==> src/hw/rtl/bfa_pkg.sv <==
// Shared types and constants of the best-fit block allocator.
`default_nettype none
package bfa_pkg;

    localparam int NUM_BLOCKS_DEF = 16;
    localparam int SIZE_W = 16;
    localparam int CFG_W = 5;
    localparam logic [CFG_W-1:0] BLOCKS_IN_USE_RST = 5'd16;

    // register index, taken from paddr[2]
    localparam logic REG_BLOCKS_IN_USE = 1'b0;

    typedef enum logic {
        FUNC_LOAD  = 1'b0,
        FUNC_ALLOC = 1'b1
    } t_func;

    typedef struct packed {
        t_func             func;
        logic [3:0]        block_index;
        logic [SIZE_W-1:0] size;
    } t_in_item;

    typedef struct packed {
        logic              allocated;
        logic [3:0]        chosen_block;
        logic [SIZE_W-1:0] remaining;
    } t_out_item;

    typedef enum logic [1:0] {
        ST_IDLE,
        ST_SCAN,
        ST_DRAIN,
        ST_WRITE
    } t_state;

    typedef struct packed {
        logic clr;
        logic cmp;
    } t_best_ctl;

    typedef struct packed {
        logic              found;
        logic [SIZE_W-1:0] rem;
    } t_best_stat;

endpackage
`default_nettype wire

==> src/hw/rtl/best_fit_block_allocator_core.sv <==
// Top level of the best-fit block allocator: sequencer, APB register, handshakes.
`default_nettype none
// A load transfer writes one block's free size. A request transfer scans blocks
// 0 .. L-1, L = min(blocks_in_use, NUM_BLOCKS), one block per cycle through the single
// read port of the free-size RAM and one shared compare unit, then writes the reduced size
// of the chosen block back; no transfer is accepted until the request has finished.
// The result sits in an output register; a finished request waits for it to drain.
// No clearing pass after reset; a block must be loaded before a request scans it.
module best_fit_block_allocator_core #(
    parameter int NUM_BLOCKS = bfa_pkg::NUM_BLOCKS_DEF
) (
    input  wire logic               i_clk,
    input  wire logic               i_rst_n,
    input  wire logic               i_in_valid,
    output logic                    o_in_ready,
    input  wire bfa_pkg::t_in_item  i_in_data,
    output logic                    o_out_valid,
    input  wire logic               i_out_ready,
    output bfa_pkg::t_out_item      o_out_data,
    input  wire logic               psel,
    input  wire logic               penable,
    input  wire logic               pwrite,
    input  wire logic [2:0]         paddr,
    input  wire logic [31:0]        pwdata,
    output logic      [31:0]        prdata,
    output logic                    pready
);
    import bfa_pkg::*;

    localparam int AW = (NUM_BLOCKS > 1) ? $clog2(NUM_BLOCKS) : 1;
    localparam int CW = $clog2(NUM_BLOCKS + 1);
    localparam int XW = (AW > 4) ? AW : 4;

    t_state            r_state;
    t_state            n_state;
    logic [CW-1:0]     r_cnt;
    logic [CW-1:0]     n_cnt;
    logic [CW-1:0]     r_limit;
    logic [CW-1:0]     n_limit;
    logic [SIZE_W-1:0] r_req;
    logic [SIZE_W-1:0] n_req;
    logic              r_pend;
    logic [AW-1:0]     r_pidx;
    logic              r_out_vld;
    logic              n_out_vld;
    t_out_item         r_out;
    t_out_item         n_out;
    logic [CFG_W-1:0]  r_blocks;

    logic [CW-1:0]     w_limit;
    logic              ram_we;
    logic [AW-1:0]     ram_waddr;
    logic [SIZE_W-1:0] ram_wdata;
    logic              ram_re;
    logic [SIZE_W-1:0] ram_rdata;
    t_best_ctl         best_ctl;
    t_best_stat        best_stat;
    logic [AW-1:0]     best_idx;
    logic [XW-1:0]     w_load_idx;
    logic [XW-1:0]     w_best_idx;
    logic              w_cfg_wr;

    assign w_cfg_wr = psel && penable && pwrite && (paddr[2] == REG_BLOCKS_IN_USE);

    always_ff @(posedge i_clk) begin
        if (!i_rst_n) begin
            r_blocks <= BLOCKS_IN_USE_RST;
        end else if (w_cfg_wr) begin
            r_blocks <= pwdata[CFG_W-1:0];
        end
    end

    assign pready = 1'b1;
    assign prdata = (paddr[2] == REG_BLOCKS_IN_USE) ? {{(32-CFG_W){1'b0}}, r_blocks} : '0;

    assign w_limit = (32'(r_blocks) > NUM_BLOCKS) ? CW'(NUM_BLOCKS) : CW'(r_blocks);

    assign w_load_idx = XW'(i_in_data.block_index);
    assign w_best_idx = XW'(best_idx);

    assign o_in_ready = (r_state == ST_IDLE);
    assign ram_re     = (r_state == ST_SCAN);

    always_comb begin
        n_state   = r_state;
        n_cnt     = r_cnt;
        n_limit   = r_limit;
        n_req     = r_req;
        n_out_vld = r_out_vld && !i_out_ready;
        n_out     = r_out;
        ram_we    = 1'b0;
        ram_waddr = w_load_idx[AW-1:0];
        ram_wdata = i_in_data.size;
        best_ctl  = '0;
        case (r_state)
            ST_IDLE: begin
                if (i_in_valid) begin
                    if (i_in_data.func == FUNC_LOAD) begin
                        ram_we = (32'(i_in_data.block_index) < NUM_BLOCKS);
                    end else begin
                        n_req        = i_in_data.size;
                        n_cnt        = '0;
                        n_limit      = w_limit;
                        best_ctl.clr = 1'b1;
                        n_state      = (w_limit == '0) ? ST_WRITE : ST_SCAN;
                    end
                end
            end
            ST_SCAN: begin
                best_ctl.cmp = r_pend;
                n_cnt        = r_cnt + CW'(1);
                if (r_cnt == r_limit - CW'(1)) begin
                    n_state = ST_DRAIN;
                end
            end
            ST_DRAIN: begin
                best_ctl.cmp = r_pend;
                n_state      = ST_WRITE;
            end
            ST_WRITE: begin
                if (!r_out_vld || i_out_ready) begin
                    n_out_vld = 1'b1;
                    n_state   = ST_IDLE;
                    if (best_stat.found) begin
                        n_out.allocated    = 1'b1;
                        n_out.chosen_block = w_best_idx[3:0];
                        n_out.remaining    = best_stat.rem;
                        ram_we             = 1'b1;
                        ram_waddr          = best_idx;
                        ram_wdata          = best_stat.rem;
                    end else begin
                        n_out = '0;
                    end
                end
            end
            default: begin
                n_state = ST_IDLE;
            end
        endcase
    end

    always_ff @(posedge i_clk) begin
        if (!i_rst_n) begin
            r_state   <= ST_IDLE;
            r_out_vld <= 1'b0;
            r_pend    <= 1'b0;
        end else begin
            r_state   <= n_state;
            r_out_vld <= n_out_vld;
            r_pend    <= ram_re;
        end
        r_cnt   <= n_cnt;
        r_limit <= n_limit;
        r_req   <= n_req;
        r_out   <= n_out;
        r_pidx  <= r_cnt[AW-1:0];
    end

    assign o_out_valid = r_out_vld;
    assign o_out_data  = r_out;

    bfa_ram #(
        .WIDTH (SIZE_W),
        .DEPTH (NUM_BLOCKS)
    ) u_ram (
        .i_clk   (i_clk),
        .i_we    (ram_we),
        .i_waddr (ram_waddr),
        .i_wdata (ram_wdata),
        .i_re    (ram_re),
        .i_raddr (r_cnt[AW-1:0]),
        .o_rdata (ram_rdata)
    );

    bfa_best #(
        .AW (AW)
    ) u_best (
        .i_clk   (i_clk),
        .i_rst_n (i_rst_n),
        .i_ctl   (best_ctl),
        .i_req   (r_req),
        .i_fs    (ram_rdata),
        .i_idx   (r_pidx),
        .o_stat  (best_stat),
        .o_idx   (best_idx)
    );

`ifndef SYNTH
    a_scan_in_range: assert property (@(posedge i_clk) disable iff (!i_rst_n)
        (r_state == ST_SCAN) |-> (r_cnt < r_limit))
        else $error("scan counter past limit");

    a_drain_after_scan: assert property (@(posedge i_clk) disable iff (!i_rst_n)
        (r_state == ST_DRAIN) |-> $past(r_state == ST_SCAN))
        else $error("drain not preceded by scan");

    a_no_rw_clash: assert property (@(posedge i_clk) disable iff (!i_rst_n)
        !(ram_we && ram_re))
        else $error("ram written during scan");

    a_chosen_valid: assert property (@(posedge i_clk) disable iff (!i_rst_n)
        (r_out_vld && r_out.allocated) |-> (32'(r_out.chosen_block) < NUM_BLOCKS))
        else $error("chosen block out of range");
`endif

endmodule
`default_nettype wire

==> src/hw/rtl/bfa_ram.sv <==
// Generic single-write, single-read RAM with registered read data.
`default_nettype none
module bfa_ram #(
    parameter int WIDTH = 16,
    parameter int DEPTH = 16,
    localparam int AW = (DEPTH > 1) ? $clog2(DEPTH) : 1
) (
    input  wire logic             i_clk,
    input  wire logic             i_we,
    input  wire logic [AW-1:0]    i_waddr,
    input  wire logic [WIDTH-1:0] i_wdata,
    input  wire logic             i_re,
    input  wire logic [AW-1:0]    i_raddr,
    output logic      [WIDTH-1:0] o_rdata
);

    logic [WIDTH-1:0] r_mem [DEPTH];
    logic [WIDTH-1:0] r_rdata;

    always_ff @(posedge i_clk) begin
        if (i_we) begin
            r_mem[i_waddr] <= i_wdata;
        end
        if (i_re) begin
            r_rdata <= r_mem[i_raddr];
        end
    end

    assign o_rdata = r_rdata;

endmodule
`default_nettype wire

==> src/hw/rtl/bfa_best.sv <==
// Shared compare unit that tracks the best fitting block during a scan.
`default_nettype none
module bfa_best #(
    parameter int AW = 4
) (
    input  wire logic                         i_clk,
    input  wire logic                         i_rst_n,
    input  wire bfa_pkg::t_best_ctl           i_ctl,
    input  wire logic [bfa_pkg::SIZE_W-1:0]   i_req,
    input  wire logic [bfa_pkg::SIZE_W-1:0]   i_fs,
    input  wire logic [AW-1:0]                i_idx,
    output bfa_pkg::t_best_stat               o_stat,
    output logic      [AW-1:0]                o_idx
);
    import bfa_pkg::*;

    logic              r_found;
    logic              n_found;
    logic [SIZE_W-1:0] r_best_fs;
    logic [SIZE_W-1:0] n_best_fs;
    logic [AW-1:0]     r_best_idx;
    logic [AW-1:0]     n_best_idx;
    logic              w_better;

    assign w_better = (i_fs >= i_req) && (!r_found || (i_fs < r_best_fs));

    always_comb begin
        n_found    = r_found;
        n_best_fs  = r_best_fs;
        n_best_idx = r_best_idx;
        if (i_ctl.clr) begin
            n_found = 1'b0;
        end else if (i_ctl.cmp && w_better) begin
            n_found    = 1'b1;
            n_best_fs  = i_fs;
            n_best_idx = i_idx;
        end
    end

    always_ff @(posedge i_clk) begin
        if (!i_rst_n) begin
            r_found <= 1'b0;
        end else begin
            r_found <= n_found;
        end
        r_best_fs  <= n_best_fs;
        r_best_idx <= n_best_idx;
    end

    assign o_stat.found = r_found;
    assign o_stat.rem   = r_best_fs - i_req;
    assign o_idx        = r_best_idx;

endmodule
`default_nettype wire
==> config.mk <==
export PLATFORM = sky130hd
export DESIGN_NAME = best_fit_block_allocator_core
export DESIGN_NICKNAME = d
export VERILOG_FILES = /design/src/hw/rtl/bfa_pkg.sv /design/src/hw/rtl/best_fit_block_allocator_core.sv /design/src/hw/rtl/bfa_ram.sv /design/src/hw/rtl/bfa_best.sv
export SDC_FILE = /design/constraint.sdc
export NUM_CORES = 1
export LEC_CHECK = 0
export BUFFER_PORTS_ARGS = -buffer_cell sky130_fd_sc_hd__buf_4
export CORE_MARGIN = 2
export CORE_UTILIZATION = 30
export DETAILED_ROUTE_END_ITERATION = 10
export GPL_TIMING_DRIVEN = 1
export HOLD_SLACK_MARGIN = 0.08
export SYNTH_ARGS = -nofsm -noshare
export SYNTH_HDL_FRONTEND = slang
export SYNTH_SLANG_ARGS = --single-unit
==> constraint.sdc <==
create_clock -name i_clk -period 12.22 [get_ports i_clk]
set_input_delay 2.444 -clock i_clk [delete_from_list [all_inputs] [get_ports i_clk]]
set_output_delay 2.444 -clock i_clk [all_outputs]
set_load 0.01 [all_outputs]
==> results.toml <==
[yosys]
synth_cell_types = 58
synth-edff-count = 339
synthTopCellsByArea = "edfxtp_1 67%, mux4_2 12%, ha_1 4.3%"
synth_commonest_cells = "339 x edfxtp_1, 80 x mux4_2, 52 x ha_1"
synth_area_leader_cell = "edfxtp_1"
async_flop_share_pct = 0
yosysSeqAreaShare_pct = 68.8
avgSynthCellArea_um2 = 17.9
yosysTopAreaCellShare_pct = 67.0
syn_inst = 849
yosysMostFrequentCell = "edfxtp_1"
netlist_area_um2 = 15200
synth-seq-cells = 353
synth_flop_cell = "edfxtp_1"
synth_warnings = 0

[setup_path]
worstSetupPathType = "input port to output pin"
rr_endpoint = "u_best.r_best_fs[0]$_DFFE_PP_"
path_buf_inv = 2
reg2reg_from = "r_state[1]$_SDFFE_PN0P_"
rr_worst_depth = 7
setup.worst_path.end_class = "output pin"
crit_slowest_cell = "buf_4"
required_ps = 9780
arrival_ps = 2820
startpoint_type = "input port"
ff2ff_setup_slack_ps = 8690
crit_family = "buffers and inverters"
critPathMostFrequentCell = "buf_4"
path_cells = "buf_4 > nor2b_1 > buf_4"
cp_slowest_stage_delay_ps = 130
crit_path_max_fanout = 6
worstSetupStartpoint = "paddr[2]"

[finish]
layout-drive-gt1-share_pct = 27.0
finalNetCount = 1063
stdcell_count = 1647
diodes = 0
utilization_pct = 35.3
area_delta_synth_final_pct = 16.2
nFillCells = 4760
multiInputGateArea_um2 = 4390
register_area_um2 = 10500

[cts]
clk_path_buf_depth = 3
hold_buffers = 0
numCtsBuffers = 36
clk_latency_ps = 530
path_clk_slew_ps = 60
post-cts-setup-buffers = 0
htree_num_levels = 2
cts_tree = "built"
cts_sinks = 353
cts_resized = 0
ctsRootBufferMaster = "clkbuf_16"

[global_routing]
grt_max_degree = 65
grtUsageMet1_pct = 15.1
grtUsageMet2_pct = 21.7
grt_antenna_before_repair = 0
overflow = 0
grtUsageMet3_pct = 2.14
grt_usage_pct = 12.2
top_usage_layer = "met2"
grt_pass1_vias = 8040
grt_pass1_wl_mm = 48.4

[power_and_ir_drop]
p_leak_nw = 6.10
vdd_drop_max_v = 0.000100
powerDensity_nw_per_um2 = 171

[die]
start_util_pct = 30.4
design.core.area_um2 = 50100
die_h_um = 229
rows = 82
pin_count = 119
die_x_um = 229
dieArea_um2 = 52500

[drt]
wl_per_cell_um = 19.3
routed_wl_mm = 31.9
dr.pass1.iters = 5
ant_nets = 0
drcViolationCount = 0
drt_iter0_drc = 544
via_count = 7709
via_per_inst = 4.68

[placed_design]
io_buffers = 61
globalplace.congestion = 0.930
place_inst = 1581
dpl.hpwl_mm = 20.3

[sta]
finalCritPeriodShare_pct = 43.1
setup_violations = 0
fin_skew_ps = 19.3
setup-tns-final_ps = 0
hold_violations = 0
worstMarginPinSlew_ps = 1140
rsz0062_at_grt = "false"
finalMaxSlewViolations = 0
timing.fmax_ghz = 0.190
min_period_ps = 5270
slew_headroom_pct = 23.6
whs_ps = 403

[outcome]
status = "finished clean"

[job]
cap_violations = 0

[worst_hold_path]
hold_path.startpoint = "r_pidx[3]$_DFF_P_"
holdPathStages = 0
min_to = "u_best.o_idx[3]$_DFFE_PP_"
hp-class = "register to register"
==> per-layer routing <==
| metal | wire (um) | vias up |
|---|---|---|
| met4 | 605 | 0 |
| met2 | 16500 | 205 |
| met1 | 13200 | 3953 |
| met5 | 0 | - |
| met3 | 1580 | 40 |
| li1 | - | 3511 |
==> report_power, final <==
part	switching, mW	internal [mW]	leakage (nW)
sequential	0.0294	1.41	3.19
clock	0.460	0.602	0.574
combinational	0.291	0.233	2.34
total	0.781	2.24	6.10
==> state kept, by name, summed over array words and instances, names as in the netlist <==
name              cells
o_out_data           21
o_out_valid           1
r_blocks              5
r_cnt                 5
r_limit               5
r_pend                1
r_pidx                4
r_req                16
r_state               2
u_best.o_idx          4
u_best.r_best_fs     16
u_best.r_found        1
u_ram.o_rdata        16
u_ram.r_mem         256
==> final cells by class <==
class                      count  area share, %
sequential                   353           59.2
clock inverter                22          0.921
timing repair buffer          89           3.78
inverter                      42          0.893
tap                          672           4.76
multi-input combinational    425           24.8
clock buffer                  44           5.57
==> metrics by stage <==
stage | setup slack (ps) | cell area [um2] | total power [mW]
2_1_floorplan | 5710 | 15300 | 1.84
3_3_place_gp | 6720 | 16500 | 1.99
3_5_place_dp | 6660 | 16500 | 2.00
4_1_cts | 6950 | 17700 | 3.07
5_1_grt | 6910 | 17700 | 3.15
6_report | 6950 | 17700 | 3.02
==> cells in the final DEF, fill, tap and decap left out, drive strengths merged, types with 14 or more instances in the layout <==
| master | synthesis | final |
|---|---|---|
| and2 | 16 | 16 |
| dfxtp | 14 | 14 |
| clkinv | 0 | 17 |
| edfxtp | 339 | 339 |
| o21ai | 15 | 15 |
| conb | 2 | 28 |
| buf | 47 | 89 |
| inv | 42 | 45 |
| a21oi | 21 | 21 |
| nand2 | 20 | 20 |
| nor2 | 25 | 25 |
| ha | 52 | 52 |
| mux4 | 80 | 80 |
| clkbuf | 8 | 44 |
| nor2b | 27 | 27 |
==> worst max-delay path by stage <==
stage                                     to  cells past startpoint
2_1_floorplan   u_ram.r_mem[12][0]$_DFFE_PP_                      7
5_1_grt        u_ram.r_mem[11][12]$_DFFE_PP_                      8
4_1_cts                            prdata[2]                      3
3_5_place_dp     u_ram.r_mem[9][2]$_DFFE_PP_                      8
6_report                           prdata[2]                      3
3_3_place_gp     u_ram.r_mem[9][2]$_DFFE_PP_                      8
==> kinds of logic (layout without fill, tap and decap cells) <==
| group | Yosys count | after routing | share of synthesized area (%) |
|---|---|---|---|
| flip-flops | 353 | 353 | 68.8 |
| AND/OR/NAND/NOR | 135 | 135 | 4.81 |
| other | 2 | 28 | 0.0494 |
| adder cells (fa/ha/maj) | 53 | 53 | 4.41 |
| buffers and inverters | 97 | 197 | 3.46 |
| AO/OA/AOI/OAI | 90 | 90 | 4.12 |
| XOR/XNOR | 20 | 20 | 1.15 |
| multiplexers | 99 | 99 | 13.2 |
No activity file was read; power rests on OpenSTA's default activity.
